[src/acfp_pkg.sv]
// shared types and constants for the ascii command frame parser
// no dependencies; used by every module under src
package acfp_pkg;

	// default frame store depth in bytes
	localparam int STORE_DEPTH_DEF = 32;

	// only positions 0..10 ever take part in a frame compare
	localparam int MATCH_SPAN = 11;

	// classified-transfer queue between front and back
	localparam int QUEUE_DEPTH = 2;

	// frame characters
	localparam logic [7:0] CH_S = 8'h53;
	localparam logic [7:0] CH_T = 8'h54;
	localparam logic [7:0] CH_A = 8'h41;
	localparam logic [7:0] CH_R = 8'h52;
	localparam logic [7:0] CH_E = 8'h45;
	localparam logic [7:0] CH_N = 8'h4E;
	localparam logic [7:0] CH_D = 8'h44;
	localparam logic [7:0] CH_L = 8'h4C;
	localparam logic [7:0] CH_I = 8'h49;
	localparam logic [7:0] CH_C = 8'h43;
	localparam logic [7:0] CH_P = 8'h50;

	typedef enum logic [2:0] {
		KIND_NONE     = 3'd0,
		KIND_RESET    = 3'd1,
		KIND_TEMP     = 3'd2,
		KIND_LIGHT    = 3'd3,
		KIND_IRRIG    = 3'd4,
		KIND_PROBE    = 3'd5,
		KIND_OVERFLOW = 3'd6
	} kind_t;

	// one classified byte, handed from front to back
	typedef struct packed {
		kind_t      kind;
		logic [7:0] p1;
		logic [7:0] p2;
		logic [7:0] p3;
	} cls_t;

endpackage

[src/ascii_command_frame_parser_top.sv]
// top level of the ascii command frame parser
// depends on acfp_pkg, acfp_front, acfp_queue, acfp_back
//
// channel  | signals                               | direction
// ---------+---------------------------------------+-------------------------
// rx       | rx_valid, rx_stall, rx_byte           | one received byte in
// frame    | frame_valid, frame_stall, result flds | one classified byte out
//
// one byte per clock while rx_stall is low, one result per byte; a result is
// registered after its byte transfer first in the queue, then in the output register
// asynchronous reset clears the store, fill count, light settings and queue
// rx_stall rises only when the two-entry queue is full, i.e. when the output
// register is stalled and the queue has backed up
module ascii_command_frame_parser_top import acfp_pkg::*; #(
	parameter int STORE_DEPTH = STORE_DEPTH_DEF
) (
	input  logic       clk,
	input  logic       arst_n,
	input  logic       rx_valid,
	output logic       rx_stall,
	input  logic [7:0] rx_byte,
	output logic       frame_valid,
	input  logic       frame_stall,
	output logic [2:0] frame_kind,
	output logic [7:0] payload_first,
	output logic [7:0] payload_second,
	output logic [7:0] payload_third,
	output logic       light_mode_changed,
	output logic [7:0] prior_on_hour,
	output logic [7:0] prior_off_hour
);

	// classified transfers between front and back
	logic push;
	cls_t push_data;
	logic q_full;
	logic pop;
	logic q_nonempty;
	cls_t q_head;

	// front: appends the byte, matches the five frames, flags overflow
	acfp_front #(
		.STORE_DEPTH(STORE_DEPTH)
	) u_front (
		.clk       (clk),
		.arst_n    (arst_n),
		.rx_valid  (rx_valid),
		.rx_stall  (rx_stall),
		.rx_byte   (rx_byte),
		.q_full    (q_full),
		.push      (push),
		.push_data (push_data)
	);

	// queue: lets the front keep taking bytes while a result waits
	acfp_queue u_queue (
		.clk       (clk),
		.arst_n    (arst_n),
		.push      (push),
		.push_data (push_data),
		.full      (q_full),
		.pop       (pop),
		.nonempty  (q_nonempty),
		.head_data (q_head)
	);

	// back: keeps light settings in transfer order, holds the result
	acfp_back u_back (
		.clk                (clk),
		.arst_n             (arst_n),
		.q_nonempty         (q_nonempty),
		.q_head             (q_head),
		.pop                (pop),
		.frame_valid        (frame_valid),
		.frame_stall        (frame_stall),
		.frame_kind         (frame_kind),
		.payload_first      (payload_first),
		.payload_second     (payload_second),
		.payload_third      (payload_third),
		.light_mode_changed (light_mode_changed),
		.prior_on_hour      (prior_on_hour),
		.prior_off_hour     (prior_off_hour)
	);

endmodule

[src/acfp_front.sv]
// front part: frame store, fill count and frame classification
// depends on acfp_pkg
module acfp_front import acfp_pkg::*; #(
	parameter int STORE_DEPTH = STORE_DEPTH_DEF
) (
	input  logic       clk,
	input  logic       arst_n,
	input  logic       rx_valid,
	output logic       rx_stall,
	input  logic [7:0] rx_byte,
	input  logic       q_full,
	output logic       push,
	output cls_t       push_data
);

	localparam int CW = $clog2(STORE_DEPTH + 1);

	logic [CW-1:0] fill_q;
	logic [7:0]    store_q [MATCH_SPAN];
	logic [7:0]    view    [MATCH_SPAN];
	logic          full;
	logic          head;
	cls_t          cls;
	logic          clear;

	assign rx_stall = q_full;
	assign push     = rx_valid && !q_full;
	assign full     = (fill_q == CW'(STORE_DEPTH));

	// store contents as they stand after this byte is appended
	always_comb begin
		for (int i = 0; i < MATCH_SPAN; i++) begin
			view[i] = (!full && fill_q == CW'(i)) ? rx_byte : store_q[i];
		end
	end

	assign head = (view[0] == CH_S) && (view[1] == CH_T) && (view[2] == CH_A);

	always_comb begin
		cls = '{kind: KIND_NONE, p1: 8'd0, p2: 8'd0, p3: 8'd0};
		priority if (head && view[3] == CH_R && view[4] == CH_E &&
				view[5] == CH_N && view[6] == CH_D) begin
			cls.kind = KIND_RESET;
		end else if (head && view[3] == CH_S && view[4] == CH_T &&
				view[7] == CH_E && view[8] == CH_N && view[9] == CH_D) begin
			cls.kind = KIND_TEMP;
			cls.p1   = view[5];
			cls.p2   = view[6];
		end else if (head && view[3] == CH_S && view[4] == CH_L &&
				view[8] == CH_E && view[9] == CH_N && view[10] == CH_D) begin
			cls.kind = KIND_LIGHT;
			cls.p1   = view[5];
			cls.p2   = view[6];
			cls.p3   = view[7];
		end else if (head && view[3] == CH_S && view[4] == CH_I &&
				view[8] == CH_E && view[9] == CH_N && view[10] == CH_D) begin
			cls.kind = KIND_IRRIG;
			cls.p1   = view[5];
			cls.p2   = view[6];
			cls.p3   = view[7];
		end else if (head && view[3] == CH_C && view[4] == CH_P &&
				view[6] == CH_E && view[7] == CH_N && view[8] == CH_D) begin
			cls.kind = KIND_PROBE;
			cls.p1   = view[5];
		end else if (full) begin
			cls.kind = KIND_OVERFLOW;
		end else begin
			cls.kind = KIND_NONE;
		end
	end

	assign clear     = (cls.kind != KIND_NONE);
	assign push_data = cls;

	always_ff @(posedge clk or negedge arst_n) begin
		if (!arst_n) begin
			fill_q <= '0;
			for (int i = 0; i < MATCH_SPAN; i++) store_q[i] <= 8'd0;
		end else if (push) begin
			if (clear) begin
				fill_q <= '0;
				for (int i = 0; i < MATCH_SPAN; i++) store_q[i] <= 8'd0;
			end else begin
				fill_q <= fill_q + CW'(1);
				for (int i = 0; i < MATCH_SPAN; i++) store_q[i] <= view[i];
			end
		end
	end

endmodule

[src/acfp_queue.sv]
// short fifo of classified transfers between front and back
// depends on acfp_pkg
module acfp_queue import acfp_pkg::*; (
	input  logic clk,
	input  logic arst_n,
	input  logic push,
	input  cls_t push_data,
	output logic full,
	input  logic pop,
	output logic nonempty,
	output cls_t head_data
);

	localparam int PW = (QUEUE_DEPTH > 1) ? $clog2(QUEUE_DEPTH) : 1;
	localparam int NW = $clog2(QUEUE_DEPTH + 1);

	cls_t          entry_q [QUEUE_DEPTH];
	logic [PW-1:0] wr_q;
	logic [PW-1:0] rd_q;
	logic [NW-1:0] count_q;

	assign full      = (count_q == NW'(QUEUE_DEPTH));
	assign nonempty  = (count_q != '0);
	assign head_data = entry_q[rd_q];

	always_ff @(posedge clk) begin
		if (push) entry_q[wr_q] <= push_data;
	end

	always_ff @(posedge clk or negedge arst_n) begin
		if (!arst_n) begin
			wr_q    <= '0;
			rd_q    <= '0;
			count_q <= '0;
		end else begin
			if (push) wr_q <= (wr_q == PW'(QUEUE_DEPTH - 1)) ? '0 : wr_q + PW'(1);
			if (pop)  rd_q <= (rd_q == PW'(QUEUE_DEPTH - 1)) ? '0 : rd_q + PW'(1);
			unique case ({push, pop})
				2'b10:   count_q <= count_q + NW'(1);
				2'b01:   count_q <= count_q - NW'(1);
				default: count_q <= count_q;
			endcase
		end
	end

endmodule

[src/acfp_back.sv]
// back part: kept light settings and the registered result
// depends on acfp_pkg
module acfp_back import acfp_pkg::*; (
	input  logic       clk,
	input  logic       arst_n,
	input  logic       q_nonempty,
	input  cls_t       q_head,
	output logic       pop,
	output logic       frame_valid,
	input  logic       frame_stall,
	output logic [2:0] frame_kind,
	output logic [7:0] payload_first,
	output logic [7:0] payload_second,
	output logic [7:0] payload_third,
	output logic       light_mode_changed,
	output logic [7:0] prior_on_hour,
	output logic [7:0] prior_off_hour
);

	logic       valid_q;
	logic [2:0] kind_q;
	logic [7:0] p1_q, p2_q, p3_q;
	logic       changed_q;
	logic [7:0] pon_q, poff_q;
	logic [7:0] mode_q, on_q, off_q;
	logic       is_light;

	assign pop      = q_nonempty && (!valid_q || !frame_stall);
	assign is_light = (q_head.kind == KIND_LIGHT);

	always_ff @(posedge clk or negedge arst_n) begin
		if (!arst_n) begin
			valid_q <= 1'b0;
			mode_q  <= 8'd0;
			on_q    <= 8'd0;
			off_q   <= 8'd0;
		end else begin
			if (pop) begin
				valid_q <= 1'b1;
			end else if (!frame_stall) begin
				valid_q <= 1'b0;
			end
			if (pop && is_light) begin
				mode_q <= q_head.p3;
				on_q   <= q_head.p1;
				off_q  <= q_head.p2;
			end
		end
	end

	always_ff @(posedge clk) begin
		if (pop) begin
			kind_q    <= q_head.kind;
			p1_q      <= q_head.p1;
			p2_q      <= q_head.p2;
			p3_q      <= q_head.p3;
			changed_q <= is_light && (q_head.p3 != mode_q);
			pon_q     <= is_light ? on_q : 8'd0;
			poff_q    <= is_light ? off_q : 8'd0;
		end
	end

	assign frame_valid        = valid_q;
	assign frame_kind         = kind_q;
	assign payload_first      = p1_q;
	assign payload_second     = p2_q;
	assign payload_third      = p3_q;
	assign light_mode_changed = changed_q;
	assign prior_on_hour      = pon_q;
	assign prior_off_hour     = poff_q;

endmodule
[config.mk]
export PLATFORM = sky130hd
export DESIGN_NAME = ascii_command_frame_parser_top
export DESIGN_NICKNAME = d
export VERILOG_FILES = /design/src/acfp_pkg.sv /design/src/ascii_command_frame_parser_top.sv /design/src/acfp_front.sv /design/src/acfp_queue.sv /design/src/acfp_back.sv
export SDC_FILE = /design/constraint.sdc
export NUM_CORES = 1
export LEC_CHECK = 0
export BUFFER_PORTS_ARGS = -buffer_cell sky130_fd_sc_hd__buf_2
export CAP_MARGIN = 20
export CORE_MARGIN = 10
export CORE_UTILIZATION = 55
export DETAILED_ROUTE_END_ITERATION = 16
export PLACE_DENSITY = 0.76
export SYNTH_ARGS = -nofsm -noshare
export SYNTH_HDL_FRONTEND = slang
export SYNTH_HIERARCHICAL = 1
export SYNTH_SLANG_ARGS = --single-unit
[constraint.sdc]
create_clock -name clk -period 3.49 [get_ports clk]
set_clock_uncertainty 0.1 [all_clocks]
set_input_delay 0.1745 -clock clk [delete_from_list [all_inputs] [get_ports clk]]
set_output_delay 0.1745 -clock clk [all_outputs]
set_load 0.1 [all_outputs]
==> summary.txt <==
Floorplan
  • Core Box Area: approximately 19000 um2
  • Die Ht: 158 um
  • I/O Pins: 58
  • Initial Util: 0.561
  • Die width: between 150 and 200 um
  • Area of the die: 25100 um2
  • Row Count: 50

Critical path
  • Crit path arrival time: just under 4 ns
  • Worst-case reg-to-reg path depth: 15
  • CP endpoint kind: flop
  • Worst Path Max Fanout: 8
  • Crit path kind: flop to flop
  • Worst path required time: 3.77 ns
  • Startpoint Class: flop

Clocking
  • TritonCTS Sinks: 221
  • H-tree depth: 1
  • Num CTS Buffers: 23
  • Clock root buffer: clkbuf_16
  • Clock Path Buffers: 3
  • CTS tree: yes
  • Reg clk slew, reported paths: 0.06 ns
  • Clk_lat worst skew: 0.52 ns

Logic synthesis
  • Commonest cells in the synthesized netlist: 123 x dfrtp_1, 98 x edfxtp_1, 95 x inv_1
  • Ys async rst share: 0.557
  • Synth Instances: 869
  • Synth Register Bits: 221
  • Netlist cell types: between 80 and 90
  • Top post-synthesis cells by area: dfrtp_1 29%, edfxtp_1 28%, mux2_4 5.6%
  • Avg Inst Size Synth: approximately 12 um2
  • Post-Syn Nets: 886
  • YS warnings: 6
  • Sequential cell area fraction in the yosys report: 0.572
  • Count leader, synth: dfrtp_1
  • Top_reg_cell synth: dfrtp_1
  • Synth top area share: 0.293
  • EDFF count, synth: 98
  • Synthesized cell area: between 10000 and 15000 um2
  • Area leader, netlist: dfrtp_1

Flow run
  • Max-cap viol count: 0

STA
  • Endpoints failing setup: 66
  • Period utilization: 1.04
  • Max Fclk: 0.275 GHz
  • Post-route minimum period: 3.64 ns
  • Setup TNS: -4.79 ns
  • Final slew viol count: 0
  • Slew Limit Headroom: 0.485
  • Final hold viol count: 0
  • Worst-Margin Slew: 0.770 ns
  • RSZ-0062 raised after global routing: true
  • Final WS setup: -0.152 ns

Drt
  • Total number of vias: 7754
  • Post-route ant nets: 0
  • Vias per std cell: 6.15
  • 1st-iter DRT viols: 850
  • Pre-Repair DR Iteration Count: 5
  • Number of remaining DRC errors: 0
  • Avg WL per Cell: 21.2 um
  • WL final: 26800 um

Layout
  • Non-Filler Instances: 1261
  • Nets: 1027
  • Area Growth Syn to Fin: 24.7%
  • Antenna Diode Count: 0
  • Final Cell Area: 13100 um2
  • Share of layout cells above drive strength 1: 0.346

GRT
  • Vias in the first global route: 7396
  • Pin count of the biggest net entering global routing: 103
  • Initial antenna violation count: 0
  • Global Route Usage Sum: 0.201
  • Grt ovf: 0
  • First-pass GRT wire length: 40100 um

Placed design
  • Placed Instance Area: ~11000 um2
  • Placed Instances: 1188
  • Routability cong.: 1.08
  • Pre-CTS WS: -0.165 ns
  • Buffers on Ports: 57
  • DP HPWL: 17300 um

Power
  • Power Total: 12.2 mW
  • Power Density: between 900 and 1000 nW/um2
  • IR drop worst, VDD: between 0.0005 and 0.0006 V
  • Leak pwr: 5.26 nW

Worst hold path
  • Hold Path Depth: 3
  • Hold Crit Class: primary input to flop

Run status
  • Status: finished with violations
  • Failing checks: negative setup slack
where the power goes:
group | total, mW | internal (mW) | leakage [nW] | switching, mW
logic | 5.19 | 1.65 | 2.53 | 3.55
registers | 4.62 | 3.98 | 2.38 | 0.633
clock network | 2.37 | 1.40 | 0.354 | 0.965
total | 12.2 | 7.03 | 5.26 | 5.14
kinds of logic (layout without fill, tap and decap cells):
group,count (synthesis),after routing,synth area share
AO/OA/AOI/OAI,192,192,0.150
buffers and inverters,146,304,0.0641
flip-flops,221,221,0.572
AND/OR/NAND/NOR,239,239,0.126
adder cells (fa/ha/maj),5,5,0.00595
XOR/XNOR,13,13,0.0108
multiplexers,53,53,0.0705
registers in the layout, summed over array words and instances (netlist names), 3 cells and up:
signal,cells
u_front/store_q,88
u_queue/entry_q,54
u_back/mode_q,8
u_back/off_q,8
u_back/on_q,8
u_back/payload_first,8
u_back/payload_second,8
u_back/payload_third,8
u_back/prior_off_hour,8
u_back/prior_on_hour,8
u_front/fill_q,6
u_back/frame_kind,3
layout by cell type, fill, tap and decap left out, types with 11 or more instances in the layout:
| cell type | instances |
|---|---|
| mux2_2 | 13 |
| o22ai_1 | 42 |
| nand4_1 | 18 |
| nand3_1 | 16 |
| o32ai_1 | 15 |
| mux2_4 | 39 |
| inv_1 | 93 |
| o32ai_2 | 16 |
| buf_2 | 56 |
| and2_1 | 12 |
| nor2_1 | 16 |
| xor2_1 | 11 |
| a21oi_2 | 11 |
| o22ai_2 | 11 |
| nand2_1 | 87 |
| dfrtp_1 | 123 |
| buf_4 | 86 |
| edfxtp_1 | 98 |
| clkbuf_16 | 24 |
timing repair:
item	CTS	global route
endpoints found under the setup margin	96	136
gates resized for setup	14	111
setup buffers	2	19
endpoints found under the hold margin	133	1
gates cloned	0	2
pin swaps	6	56
hold buffers	7	1
worst paths after layout:
kind,startpoint,slack (ns),to
max in group asynchronous,arst_n,1.43,u_back/off_q[7]
hold reg to reg,u_back/on_q[5],0.40,u_back/on_q[5]
setup / recovery,u_front/fill_q[1],-0.15,u_front/store_q[48]
min in group asynchronous,arst_n,0.48,u_back/off_q[2]
setup reg to reg,u_front/fill_q[1],-0.15,u_front/store_q[48]
hold / removal,rx_byte[2],0.03,u_front/store_q[82]
critical path: stages (launching register included):
cell and delay, ns:
dfrtp_1 0.40, buf_6 0.12, ha_4 0.12, nor3b_4 0.28, buf_6 0.16, nand3_4 0.07
a221o_1 0.33, a2111o_1 0.45, nor4_2 0.37, buf_4 0.18, a221oi_4 0.03, buf_4 0.16
buf_6 0.13, buf_4 0.14, a41oi_4 0.30, o32ai_1 0.15
layout make-up:
type | count | area, um2
clock buffer | 33 | 623
clock inverter | 9 | 115
fill | 1276 | 5650
inverter | 95 | 357
multi-input combinational | 502 | 4440
sequential | 221 | 6020
tap | 234 | 293
timing repair buffer | 167 | 1270
stage by stage:
step | util | hold slack (ns)
final | 0.699 | 0.0251
after global routing | 0.699 | 0.00200
after CTS | 0.656 | 0.00730
after detailed placement | 0.608 | -0.0113
after global placement | 0.608 | -0.0120
after floorplan | - | -0.221
layer usage:
layer	wire length [um]	GRT usage	up-vias	part of all wire
li1	-	-	3518	-
met1	10700	0.261	3765	0.40
met2	12800	0.330	372	0.48
met3	2060	0.0300	99	0.077
met4	1170	0.0838	0	0.044
met5	0	0	-	0
Note: power is estimated with default switching activity, not from simulation.
